## config.mk

```make
export PLATFORM = sky130hd
export DESIGN_NAME = pga_ctrl
export DESIGN_NICKNAME = d
export VERILOG_FILES = /design/src/plate_gravity_accumulator_unit_assert.svh /design/src/pga_pkg.sv /design/src/pga_ctrl.sv
export SDC_FILE = /design/constraint.sdc
export NUM_CORES = 1
export LEC_CHECK = 0
export BUFFER_PORTS_ARGS = -buffer_cell sky130_fd_sc_hd__buf_4
export CORE_MARGIN = 8
export CORE_UTILIZATION = 45
export DETAILED_ROUTE_END_ITERATION = 10
export PLACE_DENSITY = 0.72
export RECOVER_POWER = 50
export SYNTH_ARGS = -nofsm -noshare
export SYNTH_HDL_FRONTEND = slang
export SYNTH_SLANG_ARGS = --single-unit
export TNS_END_PERCENT = 5
```

## constraint.sdc

```tcl
create_clock -name clock -period 5.5 [get_ports clock]
set_clock_uncertainty 0.15 [all_clocks]
set_input_delay 1.1 -clock clock [delete_from_list [all_inputs] [get_ports clock]]
set_output_delay 1.1 -clock clock [all_outputs]
set_load 0.05 [all_outputs]
```

## src/plate_gravity_accumulator_unit_assert.svh

```systemverilog
// assertion macros for the plate gravity accumulator
`ifndef PLATE_GRAVITY_ACCUMULATOR_UNIT_ASSERT_SVH
`define PLATE_GRAVITY_ACCUMULATOR_UNIT_ASSERT_SVH
`ifndef NO_ASSERTIONS
// consequent must hold in the same cycle as the antecedent
`define PGA_ASSERT_SAME(label, clk, rst, ante, cons) \
   label: assert property (@(posedge clk) disable iff (rst) (ante) |-> (cons)) \
      else $error("pga assertion failed");
// consequent must hold in the cycle after the antecedent
`define PGA_ASSERT_NEXT(label, clk, rst, ante, cons) \
   label: assert property (@(posedge clk) disable iff (rst) (ante) |=> (cons)) \
      else $error("pga assertion failed");
`else
`define PGA_ASSERT_SAME(label, clk, rst, ante, cons)
`define PGA_ASSERT_NEXT(label, clk, rst, ante, cons)
`endif
`endif

```

## src/pga_pkg.sv

```systemverilog
`timescale 1ns / 1ps
`default_nettype none
package pga_pkg;

   // fixed widths of the arithmetic
   localparam int UNIT_BITS = 28;
   localparam int R_W       = 33;              // root and |d|
   localparam int SQ_W      = 2 * R_W;         // sum of squares
   localparam int DIV_W     = R_W + UNIT_BITS; // dividend magnitude
   localparam int E_W       = 30;              // unit vector component
   localparam int Q_W       = 36;              // n.e after shift
   localparam int T_W       = 36;              // tangential term
   localparam int MUL_W     = 36;              // multiplier operand
   localparam int ACC_W     = 64;
   localparam int OUT_W     = 48;

   // register indexes
   localparam logic [1:0] CSR_FIELD_X = 2'd0;
   localparam logic [1:0] CSR_FIELD_Y = 2'd1;
   localparam logic [1:0] CSR_FIELD_Z = 2'd2;

   typedef struct packed {
      logic signed [31:0] center_x;
      logic signed [31:0] center_y;
      logic signed [31:0] center_z;
      logic signed [31:0] normal_x;
      logic signed [31:0] normal_y;
      logic signed [31:0] normal_z;
      logic               last_plate;
   } pga_req_type;

   typedef struct packed {
      logic signed [OUT_W-1:0] potential;
      logic signed [OUT_W-1:0] accel_x;
      logic signed [OUT_W-1:0] accel_y;
      logic signed [OUT_W-1:0] accel_z;
   } pga_rsp_type;

   typedef enum logic [1:0] {
      MUL_SQ,
      MUL_NE,
      MUL_EQ
   } pga_mul_sel_type;

   typedef enum logic {
      DIV_E,
      DIV_A
   } pga_div_sel_type;

   typedef enum logic [3:0] {
      S_IDLE,
      S_SQ_MUL,
      S_SQ_ACC,
      S_SQRT_GO,
      S_SQRT_WAIT,
      S_E_GO,
      S_E_WAIT,
      S_DOT_MUL,
      S_DOT_ACC,
      S_Q,
      S_EQ_MUL,
      S_T,
      S_A_GO,
      S_A_WAIT,
      S_FINISH
   } pga_state_type;

   typedef struct packed {
      logic            load;
      logic [1:0]      idx;
      pga_mul_sel_type mul_sel;
      logic            sq_acc;
      logic            sqrt_start;
      logic            div_start;
      pga_div_sel_type div_sel;
      logic            e_store;
      logic            ne_acc;
      logic            q_store;
      logic            t_store;
      logic            a_acc;
      logic            emit;
   } pga_cmd_type;

   typedef struct packed {
      logic sqrt_done;
      logic r_zero;
      logic div_done;
      logic last;
      logic out_free;
   } pga_status_type;

endpackage
`default_nettype wire

```

## src/pga_ctrl.sv

```systemverilog
`timescale 1ns / 1ps
`default_nettype none
module pga_ctrl
   import pga_pkg::*;
(
   input  wire logic           clock,
   input  wire logic           reset,
   input  wire logic           req_valid,
   output logic                req_ready,
   input  wire pga_status_type status,
   output pga_cmd_type         cmd
);

   pga_state_type state_ff, state_in;
   logic [1:0]    idx_ff, idx_in;

   always_ff @(posedge clock) begin
      if (reset) begin
         state_ff <= S_IDLE;
         idx_ff   <= '0;
      end else begin
         state_ff <= state_in;
         idx_ff   <= idx_in;
      end
   end

   // sequencing of one request
   always_comb begin
      state_in    = state_ff;
      idx_in      = idx_ff;
      req_ready   = 1'b0;
      cmd         = '0;
      cmd.idx     = idx_ff;
      cmd.mul_sel = MUL_SQ;
      cmd.div_sel = DIV_E;
      case (state_ff)
         S_IDLE: begin
            req_ready = 1'b1;
            if (req_valid) begin
               cmd.load = 1'b1;
               idx_in   = '0;
               state_in = S_SQ_MUL;
            end
         end
         S_SQ_MUL: begin
            cmd.mul_sel = MUL_SQ;
            state_in    = S_SQ_ACC;
         end
         S_SQ_ACC: begin
            cmd.sq_acc = 1'b1;
            if (idx_ff == 2'd2) begin
               state_in = S_SQRT_GO;
            end else begin
               idx_in   = idx_ff + 1'b1;
               state_in = S_SQ_MUL;
            end
         end
         S_SQRT_GO: begin
            cmd.sqrt_start = 1'b1;
            state_in       = S_SQRT_WAIT;
         end
         S_SQRT_WAIT: begin
            if (status.sqrt_done) begin
               idx_in   = '0;
               state_in = status.r_zero ? S_FINISH : S_E_GO;
            end
         end
         S_E_GO: begin
            cmd.div_start = 1'b1;
            cmd.div_sel   = DIV_E;
            state_in      = S_E_WAIT;
         end
         S_E_WAIT: begin
            cmd.div_sel = DIV_E;
            if (status.div_done) begin
               cmd.e_store = 1'b1;
               if (idx_ff == 2'd2) begin
                  idx_in   = '0;
                  state_in = S_DOT_MUL;
               end else begin
                  idx_in   = idx_ff + 1'b1;
                  state_in = S_E_GO;
               end
            end
         end
         S_DOT_MUL: begin
            cmd.mul_sel = MUL_NE;
            state_in    = S_DOT_ACC;
         end
         S_DOT_ACC: begin
            cmd.ne_acc = 1'b1;
            if (idx_ff == 2'd2) begin
               idx_in   = '0;
               state_in = S_Q;
            end else begin
               idx_in   = idx_ff + 1'b1;
               state_in = S_DOT_MUL;
            end
         end
         S_Q: begin
            cmd.q_store = 1'b1;
            state_in    = S_EQ_MUL;
         end
         S_EQ_MUL: begin
            cmd.mul_sel = MUL_EQ;
            state_in    = S_T;
         end
         S_T: begin
            cmd.t_store = 1'b1;
            state_in    = S_A_GO;
         end
         S_A_GO: begin
            cmd.div_start = 1'b1;
            cmd.div_sel   = DIV_A;
            state_in      = S_A_WAIT;
         end
         S_A_WAIT: begin
            cmd.div_sel = DIV_A;
            if (status.div_done) begin
               cmd.a_acc = 1'b1;
               if (idx_ff == 2'd2) begin
                  state_in = S_FINISH;
               end else begin
                  idx_in   = idx_ff + 1'b1;
                  state_in = S_EQ_MUL;
               end
            end
         end
         S_FINISH: begin
            // last plate waits for a free result slot
            if (!status.last) begin
               state_in = S_IDLE;
            end else if (status.out_free) begin
               cmd.emit = 1'b1;
               state_in = S_IDLE;
            end
         end
         default: begin
            state_in = S_IDLE;
         end
      endcase
   end

endmodule
`default_nettype wire

```

==> results of run 1 <==
-- final cells by class --
| type | instances | share of cell area (%) |
|---|---|---|
| clock buffers | 3 | 2.479 |
| inverters | 8 | 3.306 |
| multi-input cells | 87 | 61.71 |
| flip-flops and latches | 6 | 13.22 |
| well taps | 17 | 2.342 |
| repair buffers | 23 | 16.94 |
-- metal layers --
metal / global-route usage (%) / vias up
met5: 0 / -
met4: 5.034 / 0
met3: 1.109 / 0
met2: 17.21 / 22
met1: 16.01 / 363
li1: - / 429
-- worst max path at each step --
stage                     depth (start not counted)      end  slack [ns]
after floorplan                                   4  cmd[14]        1.39
after global placement                            4   cmd[5]        2.59
after detailed placement                          4   cmd[5]        2.58
after CTS                                         4   cmd[4]        2.51
after global routing                              3   cmd[6]        2.28
final                                             3   cmd[6]        2.38
-- flip-flops by register name, indices dropped and copies added (netlist names) --
name and flops:
idx_ff 2, state_ff 4
-- worst max-delay path: stages (launching register included) --
cell	delay, ns
dfxtp_1	0.79
nand2_1	0.21
nor2_1	0.14
clkbuf_1	0.48
-- power by group through the flow --
| stage | clock network (mW) | registers (mW) | logic, mW |
|---|---|---|---|
| 2_1_floorplan | 0 | 0.0581 | 0.116 |
| 3_3_place_gp | 0 | 0.0758 | 0.128 |
| 3_5_place_dp | 0 | 0.0759 | 0.128 |
| 4_1_cts | 0.0408 | 0.0754 | 0.128 |
| 5_1_grt | 0.0426 | 0.0785 | 0.131 |
| 6_report | 0.0379 | 0.0758 | 0.121 |
-- metrics by stage --
stage	util, %	total power [mW]	hold WS [ns]	instances	cell area (sq um)
floorplan	-	0.1739	0.5293	110	759.5
global placement	55.08	0.2036	0.3519	141	909.6
detailed placement	55.08	0.2036	0.3664	141	909.6
CTS	56.44	0.2442	0.3737	144	932.1
global route	55.00	0.2519	0.4017	144	908.4
finish	55.00	0.2345	0.3682	144	908.4
-- cell usage after synthesis, types with 2 or more instances --
cell	count
a31oi_1	2
or3b_1	2
nor2b_1	2
mux2i_1	5
nor3_1	6
o21bai_1	2
nand4_1	2
ha_1	3
nand3b_1	2
nor2_1	12
nand4b_1	2
nand2b_1	8
a21boi_0	2
dfxtp_1	6
o22ai_1	3
a21oi_1	6
nand2_1	6
buf_2	8
inv_1	8
o21ai_0	4
-- cell families after synthesis --
kind of cell / Yosys count / share of synthesized area [%]
AO/OA/AOI/OAI: 28 / 25.21
adder cells (fa/ha/maj): 3 / 4.943
buffers and inverters: 17 / 9.720
flip-flops: 6 / 15.82
AND/OR/NAND/NOR: 50 / 36.58
XOR/XNOR: 1 / 1.153
multiplexers: 5 / 6.590
-- cell usage in the layout (no fill, tap or decap), types with 2 or more instances in the layout --
master	count
dfxtp_1	6
nor2_1	12
nand2_1	6
buf_4	18
nand3b_1	2
inv_1	8
nand2b_1	8
o21ai_0	4
o21bai_1	2
ha_1	3
or3b_1	2
clkbuf_4	3
nor2b_1	2
a211oi_1	2
a21oi_1	6
mux2i_1	5
a31oi_1	2
nor3_1	6
a21boi_0	2
nand4_1	2
clkbuf_1	5
o22ai_1	3
nand4b_1	2
==> impl_results.md, run 1 <==
- Top_reg_cell synth: dfxtp_1
- DRT met1 WL: 844 microns
- Pwr Density: 258.2 nW/um^2
- Synth top area cells: dfxtp_1, mux2i_1, nand2b_1
- GP Congestion: 0.8244
- HPWL Detailed: 1428 microns
- FF-to-FF setup slack: 3.37 ns
- Routed WL: 1896 microns
- Hold EP: idx_ff[1]
- Post-Synthesis Cells: 110
- Register area: 120.1 sq um
- Actual slew at the worst max-slew pin: 0.7465 ns
- Syn nets: 121
- Antenna violations before repair: 0
- CTS sink cnt: 6
- Final setup viols: 0
- Synth-to-Final Area Change: 19.60%
- Met3 wire len: 101 microns
- Core ar.: 1652 sq um
- Worst Setup End Kind: output port
- Fin. max-slew vios: 0
- Relative slew slack: 50.16%
- Final period util: 56.65%
- Gate power share: 51.5%
- Global-route usage over all layers: 11.48%
- Reg2reg end: idx_ff[0]
- Worst endpoint data arrival time: 1.87 ns
- Total grt overflow: 0
- Worst-path maximum fanout: 23
- Met2 wire length: 950 microns
- Final WS setup: 2.385 ns
- Ys Warns: 0
- FP Rows: 15
- Via/cell ratio: 5.653
- Count of input and output buffers: 23
- Hold buffer count at CTS: 0
- First-iteration detailed-routing DRC count: 35
- Sw power: 0.1139 mW
- WL/cell: 13.17 microns
- # Post-CTS Setup Buffers: 0
- Yosys cell types: 39
- Flop pwr share: 32.3%
- Pin count of the biggest net entering global routing: 25
- Post-synth ARST share: 0%
- # DRC: 0
- Clock share of power: 16.2%
- Die area: 3258 sq um
- FILL cells: 158
- Nets: 140
- Starting Density: 45.98%
- Ports: 24
- Hold Crit Start: idx_ff[1]
- Setup TNS Final: 0 ns
- Post-CTS resize count: 0
- #FFs+latches synth: 6
- Multi-input gate area: 560.5 sq um
- Highest metal used: met3
- Synthesized area: 759.5 sq um
- Worst endpoint required time: 4.25 ns
- Leakage: 0.3504 nW
- Die Width: 57.08 microns
- Post-DRT Antenna Nets: 0
- Max Clk Rate: 0.3210 GHz
- Net Sw Frac: 48.56%
- Vias in the first global route: 741
- Reg2Reg Launch Point: state_ff[3]
- Via Count: 814
- Origin of the worst setup path: state_ff[2]
- CTS H-tree lvls: 1
- RSZ-0062 raised after global routing: no
- Hold-critical path depth: 2
- Fin crit period: 3.115 ns
- Max-cap violations: 0
- R2R depth: 4
- Status: finished clean
- Largest area contributor in the netlist: dfxtp_1
- First-pass GRT wire length: 3263 microns
- EDFF count, synth: 0
- Peak supply drop: 0.1659 mV
- Internal: 0.1206 mW
- Top cell type's share of synthesized area: 15.82%
- WS Path Type: reg2out
- Layout cells sized above 1: 18.90%
- Tightest Hold Check Type: reg2reg
- Worst setup SP type: flip-flop
- Avg Inst Size Synth: 6.904 sq um
- Final hold violations: 0
- Die H: 57.08 microns
- Sequential share of the synthesized area: 15.82%
- Root Driver: clkbuf_4
- Bufs on Longest Clock Path: 2
- DRT Pass-1 Iters: 4
- CTS tree: yes
- CTS Buf Count: 3
- # diodes: 0
- Setup WS pre-CTS: 2.584 ns
- Clock transition at the registers of the reported paths: 0.04 ns
- Clk_lat worst skew: 0.24 ns
(Power assumes the default switching activity.)
==> run 2: changes to the inputs <==
clock period = 3 ns   (was 5.5 ns; I/O delays follow)
==> run 2 against run 1 <==
Against the previous run: largest cell class unchanged; first-iteration DRC count shrank 17%; power grew 86%; cell area grew 0.41%; wire length grew 2.5%; register-to-register slack lost 2.5 ns; global-route usage grew 0.85 points; clock power grew 84%; sequential power grew 82%.
==> impl_results.md, run 2 (synthesis gave the netlist of run 1 again) <==
- Final Util: 55.23% (was 55.00%)
- Placed Area: 915.9 sq um (was 909.6 sq um)
- Setup TNS Final: 0 ns (unchanged)
- Final period util: 86.81%
- Final setup viols: 0 (unchanged)
- Final hold slack: 0.3557 ns (was 0.3682 ns)
- RSZ-0062 raised after global routing: no (unchanged)
- CTS Buf Count: 3 (unchanged)
- Worst endpoint data arrival time: 1.85 ns (was 1.87 ns)
- GP Congestion: 0.7948 (was 0.8244)
- Post-CTS resize count: 0 (unchanged)
- # diodes: 0 (unchanged)
- Pwr Density: 479.2 nW/um^2 (was 258.2 nW/um^2)
- Synth-to-Final Area Change: 20.10% (was 19.60%)
- Largest Register: state_ff (unchanged)
- Die Width: 57.08 microns (unchanged)
- CTS tree: yes (unchanged)
- Hold buffer count at CTS: 0 (unchanged)
- WL/cell: 13.49 microns (was 13.17 microns)
- Nets: 140 (unchanged)
- Ports: 24 (unchanged)
- Fin area: 912.1 sq um (was 908.4 sq um)
- Worst Setup End Kind: output port (unchanged)
- HPWL Detailed: 1517 microns (was 1428 microns)
- Post-DRT Antenna Nets: 0 (unchanged)
- Starting Density: 45.98% (unchanged)
- WS Path Type: reg2out (unchanged)
- M2 GR Usage: 19.22% (was 17.21%)
- Core ar.: 1652 sq um (unchanged)
- GR peak layer: met2 (unchanged)
- Count of input and output buffers: 23 (unchanged)
- Met1 GRT Util: 15.88% (was 16.01%)
- Actual slew at the worst max-slew pin: 0.7302 ns (was 0.7465 ns)
- First-pass GRT wire length: 3450 microns (was 3263 microns)
- Final WS setup: 0.3957 ns (was 2.385 ns)
- FP Rows: 15 (unchanged)
- Vias in the first global route: 788 (was 741)
- Peak supply drop: 0.2650 mV (was 0.1659 mV)
- Relative slew slack: 51.25% (was 50.16%)
- CTS sink cnt: 6 (unchanged)
- Worst setup SP type: flip-flop (unchanged)
- Worst endpoint required time: 2.25 ns (was 4.25 ns)
- Layout cells sized above 1: 19.69% (was 18.90%)
- Tightest Hold Check Type: reg2reg (unchanged)
- Clk_lat worst skew: 0.24 ns (about the same)
- Routed WL: 1943 microns (was 1896 microns)
- Die H: 57.08 microns (unchanged)
- Via/cell ratio: 5.944 (was 5.653)
- Root Driver: clkbuf_4 (unchanged)
- Bufs on Longest Clock Path: 2 (unchanged)
- Leakage: 0.3539 nW (was 0.3504 nW)
- Via Count: 856 (was 814)
- Antenna violations before repair: 0 (unchanged)
- Final hold violations: 0 (unchanged)
- Most common cell after layout, fill and taps aside: buf_4 (unchanged)
- Pin count of the biggest net entering global routing: 25 (unchanged)
- Top flop regs: state_ff (4), idx_ff (2) (unchanged)
- Setup WS pre-CTS: 0.8120 ns (was 2.584 ns)
- DRT Pass-1 Iters: 4 (unchanged)
- Worst-path maximum fanout: 23 (unchanged)
- Die area: 3258 sq um (unchanged)
- Global-route usage over all layers: 12.33% (was 11.48%)
- # DRC: 0 (unchanged)
- Status: finished clean (unchanged)
- Max reg flops: 4 (unchanged)
- Total grt overflow: 0 (unchanged)
- Clock transition at the registers of the reported paths: 0.04 ns (about the same)
- Worst path max stage delay: 0.78 ns (was 0.79 ns)
- Critical-path top delay cell: dfxtp_1 (unchanged)
- Fin. max-slew vios: 0 (unchanged)
- Max Clk Rate: 0.3840 GHz
- Met3 usage: 1.996% (was 1.109%)
- Commonest non-fill, non-tap cells in the layout: buf_4, nor2_1, inv_1, nand2b_1 (unchanged)
- First-iteration detailed-routing DRC count: 29 (was 35)
- CTS H-tree lvls: 1 (unchanged)
- Fin crit period: 2.604 ns
- # Post-CTS Setup Buffers: 0 (unchanged)
- Max-cap violations: 0 (unchanged)
- CP cell instances: nand2_1 -> nor2_1 -> clkbuf_1 (unchanged)
run 2: worst max-delay path, delay by kind of cell, from the launching register on:
family,cells,cell delay [ns]
buf+inv,1,0.49
flops,1,0.78
simple gates,2,0.34
run 2: cell type report:
class                   instances  area [sq um]
fillers                       173         739.5
multi-input cells              87         560.5
repair buffers                 23         157.7
flip-flops and latches          6         120.1
inverters                       8         30.03
clock buffers                   3         22.52
well taps                      17         21.27
run 2: through the flow:
stage,total power [mW],std cells
6_report,0.4371,144
5_1_grt,0.4742,144
4_1_cts,0.4511,144
3_5_place_dp,0.3785,141
3_3_place_gp,0.3759,141
2_1_floorplan,0.3220,110
run 2: per-layer routing:
metal  wire length, microns  vias to the layer above
met2                    928                       30
met1                    866                      393
met3                    123                        4
met5                      0                        -
met4                     24                        0
li1                       -                      429
run 2: power breakdown:
| group | switching [mW] | total [mW] | leakage, nW | internal, mW |
|---|---|---|---|---|
| Clock | 0.0248 | 0.0697 | 0.0138 | 0.0449 |
| Sequential | 0.0474 | 0.138 | 0.0489 | 0.0906 |
| Combinational | 0.139 | 0.229 | 0.291 | 0.0908 |
run 2: worst paths after layout:
| kind | slack, ns | endpoint | cells after the start | startpoint |
|---|---|---|---|---|
| worst max-delay path | 0.40 | cmd[6] | 3 | state_ff[2] |
| worst min-delay path | 0.36 | idx_ff[1] | 2 | idx_ff[1] |
| worst max register to register | 0.89 | state_ff[1] | 4 | state_ff[1] |
| worst min register to register | 0.36 | idx_ff[1] | 2 | idx_ff[1] |
